[src/rtl/rpte_pkg.sv]
// Shared types and constants for the radix page table enumerator.
package rpte_pkg;

    localparam int PHYS_W       = 52;
    localparam int VIRT_W       = 48;
    localparam int ENTRY_W      = 64;
    localparam int SIZE_W       = 2;
    localparam int IDX_W        = 9;
    localparam int PAGE_SHIFT   = 12;
    localparam int TBASE_W      = PHYS_W - PAGE_SHIFT;
    localparam int ENTRY_VALID_BIT = 0;
    localparam int ENTRY_HUGE_BIT  = 7;
    localparam int MAX_SIZE_CLASS  = 3;
    localparam logic [IDX_W-1:0] IDX_MAX = 9'd511;

    localparam int S_DATA_W = 120;
    localparam int M_DATA_W = 104;

    localparam int QUEUE_DEPTH = 2;
    localparam int QUEUE_PTR_W = 1;
    localparam int QUEUE_CNT_W = 2;

    typedef enum logic [0:0] {
        ACT_START = 1'b0,
        ACT_ENTRY = 1'b1
    } action_t;

    typedef enum logic [2:0] {
        KIND_READ  = 3'd0,
        KIND_LEAF  = 3'd1,
        KIND_TABLE = 3'd2,
        KIND_DONE  = 3'd3,
        KIND_ERROR = 3'd4
    } kind_t;

    typedef struct packed {
        kind_t              kind;
        logic [PHYS_W-1:0]  phys_addr;
        logic [VIRT_W-1:0]  virt_base;
        logic [SIZE_W-1:0]  size_class;
        logic               last;
    } result_t;

    typedef struct packed {
        logic    two;
        result_t res1;
        result_t res0;
    } job_t;

endpackage

[src/rtl/rpte_front.sv]
// Walk front end: level stack, entry classification, one or two results per input word.
module rpte_front #(
    parameter int LEVELS = 4
) (
    input  logic                          aclk,
    input  logic                          aresetn,
    input  logic                          accept,
    input  logic                          action,
    input  logic [rpte_pkg::PHYS_W-1:0]   root_addr,
    input  logic [rpte_pkg::ENTRY_W-1:0]  entry_word,
    output rpte_pkg::job_t                job
);
    localparam int LVL_W = $clog2(LEVELS + 1);
    localparam int LIX_W = $clog2(LEVELS);
    localparam int VPN_W = rpte_pkg::IDX_W * LEVELS;
    localparam int TB_W  = rpte_pkg::TBASE_W;
    localparam int IX_W  = rpte_pkg::IDX_W;

    logic [TB_W-1:0]  base_reg [LEVELS];
    logic [TB_W-1:0]  base_next [LEVELS];
    logic [IX_W-1:0]  idx_reg  [LEVELS];
    logic [IX_W-1:0]  idx_next [LEVELS];
    logic [VPN_W-1:0] va_reg   [LEVELS];
    logic [VPN_W-1:0] va_next  [LEVELS];
    logic [LVL_W-1:0] lvl_reg, lvl_next;
    logic             walking_reg, walking_next;

    logic [LIX_W-1:0] lix, sel;
    logic             found;
    logic [TB_W-1:0]  cur_base, adv_base;
    logic [IX_W-1:0]  cur_idx, adv_idx;
    logic [VPN_W-1:0] cur_va, va_add, va;
    logic [rpte_pkg::PHYS_W-1:0] target, cur_addr;
    rpte_pkg::result_t adv_res, zero_res;
    logic             is_leaf;

    always_comb begin
        for (int j = 0; j < LEVELS; j++) begin
            base_next[j] = base_reg[j];
            idx_next[j]  = idx_reg[j];
            va_next[j]   = va_reg[j];
        end
        lvl_next     = lvl_reg;
        walking_next = walking_reg;
        lix          = LIX_W'(lvl_reg - LVL_W'(1));

        cur_base = '0;
        cur_idx  = '0;
        cur_va   = '0;
        va_add   = '0;
        for (int j = 0; j < LEVELS; j++) begin
            if (LIX_W'(j) == lix) begin
                cur_base = base_reg[j];
                cur_idx  = idx_reg[j];
                cur_va   = va_reg[j];
                va_add   = VPN_W'(idx_reg[j]) << (IX_W * j);
            end
        end
        va       = cur_va + va_add;
        target   = {entry_word[rpte_pkg::PHYS_W-1:rpte_pkg::PAGE_SHIFT],
                    rpte_pkg::PAGE_SHIFT'(0)};
        cur_addr = {cur_base, cur_idx, 3'b000};
        is_leaf  = (lix == '0) || entry_word[rpte_pkg::ENTRY_HUGE_BIT];

        // first level at or above the current one whose index has room
        found = 1'b0;
        sel   = '0;
        for (int j = 0; j < LEVELS; j++) begin
            if (!found && LIX_W'(j) >= lix && idx_reg[j] != rpte_pkg::IDX_MAX) begin
                found = 1'b1;
                sel   = LIX_W'(j);
            end
        end
        adv_base = '0;
        adv_idx  = '0;
        for (int j = 0; j < LEVELS; j++) begin
            if (LIX_W'(j) == sel) begin
                adv_base = base_reg[j];
                adv_idx  = idx_reg[j] + IX_W'(1);
            end
        end

        zero_res = '{kind: rpte_pkg::KIND_READ, phys_addr: '0, virt_base: '0,
                     size_class: '0, last: 1'b0};
        adv_res      = zero_res;
        adv_res.last = 1'b1;
        if (found) begin
            adv_res.kind      = rpte_pkg::KIND_READ;
            adv_res.phys_addr = {adv_base, adv_idx, 3'b000};
        end else begin
            adv_res.kind = rpte_pkg::KIND_DONE;
        end

        job      = '{two: 1'b0, res1: zero_res, res0: zero_res};
        job.res0.last = 1'b1;

        if (accept) begin
            if (action == rpte_pkg::ACT_START) begin
                for (int j = 0; j < LEVELS; j++) begin
                    base_next[j] = '0;
                    idx_next[j]  = '0;
                    va_next[j]   = '0;
                end
                base_next[LEVELS-1] = root_addr[rpte_pkg::PHYS_W-1:rpte_pkg::PAGE_SHIFT];
                lvl_next     = LVL_W'(LEVELS);
                walking_next = 1'b1;
                job.res0.kind      = rpte_pkg::KIND_READ;
                job.res0.phys_addr = {root_addr[rpte_pkg::PHYS_W-1:rpte_pkg::PAGE_SHIFT],
                                      rpte_pkg::PAGE_SHIFT'(0)};
            end else if (!walking_reg) begin
                job.res0.kind = rpte_pkg::KIND_ERROR;
            end else if (!entry_word[rpte_pkg::ENTRY_VALID_BIT] || is_leaf) begin
                if (!entry_word[rpte_pkg::ENTRY_VALID_BIT]) begin
                    job.res0 = adv_res;
                end else begin
                    job.two       = 1'b1;
                    job.res1      = adv_res;
                    job.res0.last = 1'b0;
                    if (int'(lix) > rpte_pkg::MAX_SIZE_CLASS) begin
                        job.res0.kind      = rpte_pkg::KIND_ERROR;
                        job.res0.phys_addr = cur_addr;
                    end else begin
                        job.res0.kind       = rpte_pkg::KIND_LEAF;
                        job.res0.phys_addr  = target;
                        job.res0.virt_base  = rpte_pkg::VIRT_W'({va, rpte_pkg::PAGE_SHIFT'(0)});
                        job.res0.size_class = rpte_pkg::SIZE_W'(lix);
                    end
                end
                // step past the entry, popping finished tables
                for (int j = 0; j < LEVELS; j++) begin
                    if (LIX_W'(j) >= lix && (!found || LIX_W'(j) < sel)) begin
                        idx_next[j] = '0;
                    end else if (found && LIX_W'(j) == sel) begin
                        idx_next[j] = adv_idx;
                    end
                end
                lvl_next     = found ? (LVL_W'(sel) + LVL_W'(1)) : '0;
                walking_next = found;
            end else begin
                job.two            = 1'b1;
                job.res0.kind      = rpte_pkg::KIND_TABLE;
                job.res0.phys_addr = target;
                job.res0.last      = 1'b0;
                job.res1.kind      = rpte_pkg::KIND_READ;
                job.res1.phys_addr = target;
                job.res1.last      = 1'b1;
                for (int j = 0; j < LEVELS; j++) begin
                    if (LIX_W'(j) == lix - LIX_W'(1)) begin
                        base_next[j] = target[rpte_pkg::PHYS_W-1:rpte_pkg::PAGE_SHIFT];
                        idx_next[j]  = '0;
                        va_next[j]   = va;
                    end
                end
                lvl_next = lvl_reg - LVL_W'(1);
            end
        end
    end

    always_ff @(posedge aclk) begin
        if (!aresetn) begin
            for (int j = 0; j < LEVELS; j++) begin
                base_reg[j] <= '0;
                idx_reg[j]  <= '0;
                va_reg[j]   <= '0;
            end
            lvl_reg     <= '0;
            walking_reg <= 1'b0;
        end else begin
            for (int j = 0; j < LEVELS; j++) begin
                base_reg[j] <= base_next[j];
                idx_reg[j]  <= idx_next[j];
                va_reg[j]   <= va_next[j];
            end
            lvl_reg     <= lvl_next;
            walking_reg <= walking_next;
        end
    end

endmodule

[src/rtl/rpte_fifo.sv]
// Two-entry job queue between the walk front end and the result emitter.
module rpte_fifo (
    input  logic           aclk,
    input  logic           aresetn,
    input  logic           push,
    input  rpte_pkg::job_t push_job,
    input  logic           pop,
    output rpte_pkg::job_t head,
    output logic           full,
    output logic           not_empty
);
    rpte_pkg::job_t                    mem_reg [rpte_pkg::QUEUE_DEPTH];
    logic [rpte_pkg::QUEUE_PTR_W-1:0]  wr_ptr_reg, wr_ptr_next;
    logic [rpte_pkg::QUEUE_PTR_W-1:0]  rd_ptr_reg, rd_ptr_next;
    logic [rpte_pkg::QUEUE_CNT_W-1:0]  count_reg, count_next;
    logic                              do_push, do_pop;

    assign full      = (count_reg == rpte_pkg::QUEUE_CNT_W'(rpte_pkg::QUEUE_DEPTH));
    assign not_empty = (count_reg != '0);
    assign head      = mem_reg[rd_ptr_reg];
    assign do_push   = push && !full;
    assign do_pop    = pop && not_empty;

    always_comb begin
        wr_ptr_next = do_push ? wr_ptr_reg + rpte_pkg::QUEUE_PTR_W'(1) : wr_ptr_reg;
        rd_ptr_next = do_pop ? rd_ptr_reg + rpte_pkg::QUEUE_PTR_W'(1) : rd_ptr_reg;
        count_next  = count_reg + rpte_pkg::QUEUE_CNT_W'(do_push)
                                - rpte_pkg::QUEUE_CNT_W'(do_pop);
    end

    always_ff @(posedge aclk) begin
        if (do_push) begin
            mem_reg[wr_ptr_reg] <= push_job;
        end
    end

    always_ff @(posedge aclk) begin
        if (!aresetn) begin
            wr_ptr_reg <= '0;
            rd_ptr_reg <= '0;
            count_reg  <= '0;
        end else begin
            wr_ptr_reg <= wr_ptr_next;
            rd_ptr_reg <= rd_ptr_next;
            count_reg  <= count_next;
        end
    end

endmodule

[src/rtl/rpte_back.sv]
// Result emitter: serializes each queued job into one or two output words.
module rpte_back (
    input  logic              aclk,
    input  logic              aresetn,
    input  rpte_pkg::job_t    head,
    input  logic              not_empty,
    output logic              pop,
    output logic              out_valid,
    input  logic              out_ready,
    output rpte_pkg::result_t out_res
);
    logic              valid_reg, valid_next;
    logic              phase_reg, phase_next;
    rpte_pkg::result_t res_reg, res_next;
    logic              load;

    always_comb begin
        load       = not_empty && (!valid_reg || out_ready);
        pop        = load && (phase_reg || !head.two);
        valid_next = load ? 1'b1 : (out_ready ? 1'b0 : valid_reg);
        phase_next = load ? (!phase_reg && head.two) : phase_reg;
        res_next   = res_reg;
        if (load) begin
            res_next = phase_reg ? head.res1 : head.res0;
        end
    end

    always_ff @(posedge aclk) begin
        res_reg <= res_next;
    end

    always_ff @(posedge aclk) begin
        if (!aresetn) begin
            valid_reg <= 1'b0;
            phase_reg <= 1'b0;
        end else begin
            valid_reg <= valid_next;
            phase_reg <= phase_next;
        end
    end

    assign out_valid = valid_reg;
    assign out_res   = res_reg;

endmodule

[src/rtl/radix_page_table_enumerator.sv]
// Top level of the radix page table enumerator: front end, job queue, emitter.
//
//  channel  dir  tdata (low bit up)                        tuser        tlast
//  s_       in   root_addr[51:0], entry_word[115:52]       action[0]    -
//  m_       out  phys_addr[51:0], virt_base[99:52],        kind[2:0]    last
//                size_class[101:100]
//
// One input word per cycle, while the job queue has room, when each word gives
// one result; a word that gives two results (leaf, table page) holds the
// output for both words, so the output port sets the rate. Table pops finish
// within the same cycle. Reset clears the level stack. s_tready is low during
// reset and drops otherwise only when the two-entry job queue is full; m_tready
// stalls only the emitter.
module radix_page_table_enumerator #(
    parameter int LEVELS = 4
) (
    input  logic                            aclk,
    input  logic                            aresetn,
    input  logic                            s_tvalid,
    output logic                            s_tready,
    input  logic [rpte_pkg::S_DATA_W-1:0]   s_tdata,   // root_addr, entry_word
    input  logic [0:0]                      s_tuser,   // action
    output logic                            m_tvalid,
    input  logic                            m_tready,
    output logic [rpte_pkg::M_DATA_W-1:0]   m_tdata,   // phys_addr, virt_base, size_class
    output logic [2:0]                      m_tuser,   // kind
    output logic                            m_tlast
);
    rpte_pkg::job_t    push_job, head_job;
    rpte_pkg::result_t out_res;
    logic              accept, q_full, q_not_empty, q_pop;

    assign s_tready = aresetn && !q_full;
    assign accept   = s_tvalid && s_tready;

    rpte_front #(.LEVELS(LEVELS)) u_front (
        .aclk       (aclk),
        .aresetn    (aresetn),
        .accept     (accept),
        .action     (s_tuser[0]),
        .root_addr  (s_tdata[rpte_pkg::PHYS_W-1:0]),
        .entry_word (s_tdata[rpte_pkg::PHYS_W+rpte_pkg::ENTRY_W-1:rpte_pkg::PHYS_W]),
        .job        (push_job)
    );

    rpte_fifo u_fifo (
        .aclk      (aclk),
        .aresetn   (aresetn),
        .push      (accept),
        .push_job  (push_job),
        .pop       (q_pop),
        .head      (head_job),
        .full      (q_full),
        .not_empty (q_not_empty)
    );

    rpte_back u_back (
        .aclk      (aclk),
        .aresetn   (aresetn),
        .head      (head_job),
        .not_empty (q_not_empty),
        .pop       (q_pop),
        .out_valid (m_tvalid),
        .out_ready (m_tready),
        .out_res   (out_res)
    );

    assign m_tdata = {2'b00, out_res.size_class, out_res.virt_base, out_res.phys_addr};
    assign m_tuser = out_res.kind;
    assign m_tlast = out_res.last;

endmodule

[config.mk]
export PLATFORM = sky130hd
export DESIGN_NAME = radix_page_table_enumerator
export DESIGN_NICKNAME = d
export VERILOG_FILES = /design/src/rtl/rpte_pkg.sv /design/src/rtl/rpte_front.sv /design/src/rtl/rpte_fifo.sv /design/src/rtl/rpte_back.sv /design/src/rtl/radix_page_table_enumerator.sv
export SDC_FILE = /design/constraint.sdc
export NUM_CORES = 1
export LEC_CHECK = 0
export BUFFER_PORTS_ARGS = -buffer_cell sky130_fd_sc_hd__clkbuf_2
export CELL_PAD_IN_SITES_DETAIL_PLACEMENT = 1
export CELL_PAD_IN_SITES_GLOBAL_PLACEMENT = 2
export CORE_ASPECT_RATIO = 1.4
export CORE_UTILIZATION = 39
export DETAILED_ROUTE_END_ITERATION = 16
export GPL_TIMING_DRIVEN = 1
export PLACE_DENSITY = 0.89
export SYNTH_ARGS = -nofsm -noshare
export SYNTH_HDL_FRONTEND = slang
export SYNTH_SLANG_ARGS = --single-unit
[constraint.sdc]
create_clock -name aclk -period 10.75 [get_ports aclk]
set_input_delay 2.15 -clock aclk [delete_from_list [all_inputs] [get_ports aclk]]
set_output_delay 2.15 -clock aclk [all_outputs]
set_load 0.02 [all_outputs]
==> flow_summary.toml <==
[status]
status = "completed"

[placement]
placed_area_sq_um = 35800
place_congestion = 0.891
place_hpwl_mm = 65.3
io_buffers = 179

[sta]
finalMaxSlewViolations = 0
whs_ns = 0.469
fin_crit_ns = 5.79
hold_viol = 0
tightest_slew_ns = 1.21
relSlewSlack = 0.193
tns_ns = 0
rsz0062_at_grt = "false"
min_period_over_period = 0.538
fin_skew_ns = 0.0246
setup_violations = 0
max_freq_mhz = 173

[finish]
area_growth_pct = 12.3
utilization = 0.441
seq_area_sq_um = 18300
multi_input_area_sq_um = 14700
drive_gt1_frac = 0.124
largest_reg_flops = 284
num_antenna_cells = 0
fillers = 9815
finish.instance_area_sq_um = 38300
layout.nets = 3707

[worst_setup_path]
crit_fanout = 112
critPathArrivalTime_ns = 6.31
critPathLaunchType = "input port"
criticalPathCategory = "in2reg"
end_kind = "register"
critPathRequiredTime_ns = 11.27

[global_route]
antenna_found_initial = 3
track_usage = 0.234
first_global_vias = 27100
overflow = 0
grt_pass1_wl_mm = 159
grt_start_max_net_pins = 244

[drt]
wl_per_cell_um = 21.9
vias = 26300
drt_pre_antenna_iters = 6
route.detailed.drc = 0
routed_wl_mm = 104
detail_route.iter0.violations = 1522
vias_per_cell = 5.52
ant_nets = 0

[synth]
synth-seq-area-share = 0.536
ys_seq_elements = 725
synth_edf_count = 375
synth-async-reset-ratio = 0
ys_types = 83
synth_ff_type = "edfxtp_1"
synth.cell_area_sq_um = 34100
synthCells = 3503
avgSynthCellArea_sq_um = 9.73
yosys_warnings = 0

[clock_network]
cts_tree = "done"
ctsHoldBuffers = 0
insertion_delay_ns = 0.64
cts_setup_buffers = 0
clkTransAtPathRegs_ns = 0.06
cts_resized = 0
numCtsBuffers = 75
clockBufferDepth = 3
clock-root-buffer = "clkbuf_16"
ctsHtreeMaxLevel = 3
cts_sinks = 725

[die]
num_rows = 128
start_util = 0.393
die_h_um = 352
die_area_sq_um = 88600
io_pins = 235
die_x_um = 252
core_area_sq_um = 86800

[power_and_ir_drop]
leakage_nw = 13.9
irDropWorstVdd_uv = 132
power_density_nw_per_um2 = 188

[flow_run]
drv_cap = 0

[min_path]
min_path_type = "reg2reg"
==> routing by layer <==
metal	track usage	vias up	routed length (um)
li1	-	12400	-
met3	0.0286	183	3790
met2	0.441	529	55200
met4	0.0893	4	3720
met1	0.266	13200	41600
met5	0	-	23
==> placed cells by master (no fill, tap or decap), types with 40 or more instances in the layout <==
cell type	synthesis	final
nand2_1	616	611
edfxtp_1	375	375
dfxtp_1	350	348
a21oi_1	325	323
o21ai_0	245	245
nor2_1	234	228
clkbuf_2	0	176
and2_1	170	169
nand3_1	139	139
clkbuf_16	0	77
nor2b_1	75	75
a21boi_0	59	59
mux4_2	51	51
ha_1	54	46
o31ai_1	45	44
nand3b_1	43	43
or3_1	43	43
mux2i_1	41	41
o211a_1	40	40
==> synthesized netlist by cell type (all sizes together), types with 3 or more instances <==
library cell | instances | share of area
a21boi | 62 | 0.014
a31oi | 6 | 0.0015
nor2 | 234 | 0.026
nand3 | 139 | 0.020
buf | 74 | 0.011
or3 | 43 | 0.0079
mux4 | 51 | 0.034
xor2 | 26 | 0.0071
nand2b | 7 | 0.0013
a31o | 13 | 0.0033
xnor2 | 30 | 0.0077
and2 | 171 | 0.031
a211oi | 8 | 0.0019
o21ai | 256 | 0.038
nand3b | 43 | 0.0095
a221oi | 7 | 0.0020
nand4 | 6 | 0.0011
a32o | 6 | 0.0018
dfxtp | 350 | 0.21
mux2i | 41 | 0.012
nor3 | 9 | 0.0013
a21o | 20 | 0.0044
o211a | 40 | 0.012
a22oi | 36 | 0.0079
inv | 31 | 0.0034
ha | 54 | 0.020
and3 | 38 | 0.0070
o31ai | 46 | 0.011
a21oi | 325 | 0.048
clkbuf | 208 | 0.023
edfxtp | 375 | 0.33
o211ai | 5 | 0.0011
o21a | 7 | 0.0015
or4 | 3 | 0.00066
nor4 | 3 | 0.00073
nor2b | 75 | 0.014
or2 | 6 | 0.0012
nand2 | 616 | 0.068
==> worst max-delay path, stage by stage <==
cell	delay, ns
clkbuf_8	0.57
a21boi_1	0.38
nand2_2	0.08
buf_4	0.38
inv_1	0.25
nand2_1	0.30
a21oi_4	1.00
buf_4	0.79
nand3_1	0.17
o211a_1	0.16
==> worst paths after layout <==
kind                                 startpoint                                    end  slack, ns  cells after the start
min reg2reg  u_front.va_reg[0][11]$_SDFFE_PN0P_     u_front.va_reg[0][11]$_SDFFE_PN0P_       0.47                      2
max reg2reg     u_front.lvl_reg[0]$_SDFFE_PN0P_        u_fifo.mem_reg[1][50]$_DFFE_PP_       5.18                     18
min          u_front.va_reg[0][11]$_SDFFE_PN0P_     u_front.va_reg[0][11]$_SDFFE_PN0P_       0.47                      2
max                                     aresetn  u_front.base_reg[0][147]$_SDFFE_PN0P_       4.96                     10
==> stage by stage <==
step / setup slack [ns] / total power [W] / std cells
2_1_floorplan: 0.995 / 0.00418 / 3519
3_3_place_gp: 4.41 / 0.00458 / 4620
3_5_place_dp: 4.27 / 0.00462 / 4620
4_1_cts: 4.98 / 0.00730 / 4759
5_1_grt: 4.74 / 0.00747 / 4759
6_report: 4.96 / 0.00721 / 4759
==> power by group <==
group	switching (W)	total [W]	internal, W
sequential	0.000131	0.00337	0.00324
clock	0.00115	0.00267	0.00152
combinational	0.000797	0.00117	0.000376
==> area by class of cell <==
cell class / count / share of cell area
inverters: 31 / 0.00304
multi-input cells: 2479 / 0.385
clock inverters: 37 / 0.0112
flip-flops and latches: 725 / 0.477
well taps: 1170 / 0.0382
repair buffers: 215 / 0.0315
clock buffers: 102 / 0.0543
==> cell families after synthesis <==
logic type      Yosys count  share of synthesized area
simple gates           1400                      0.192
compound gates          859                      0.154
flops                   725                      0.536
buf+inv                 315                     0.0380
mux                      92                     0.0457
xor+xnor                 56                     0.0148
fa+ha+maj                55                     0.0204
other cells               1                   0.000110
(Power assumes the default switching activity.)
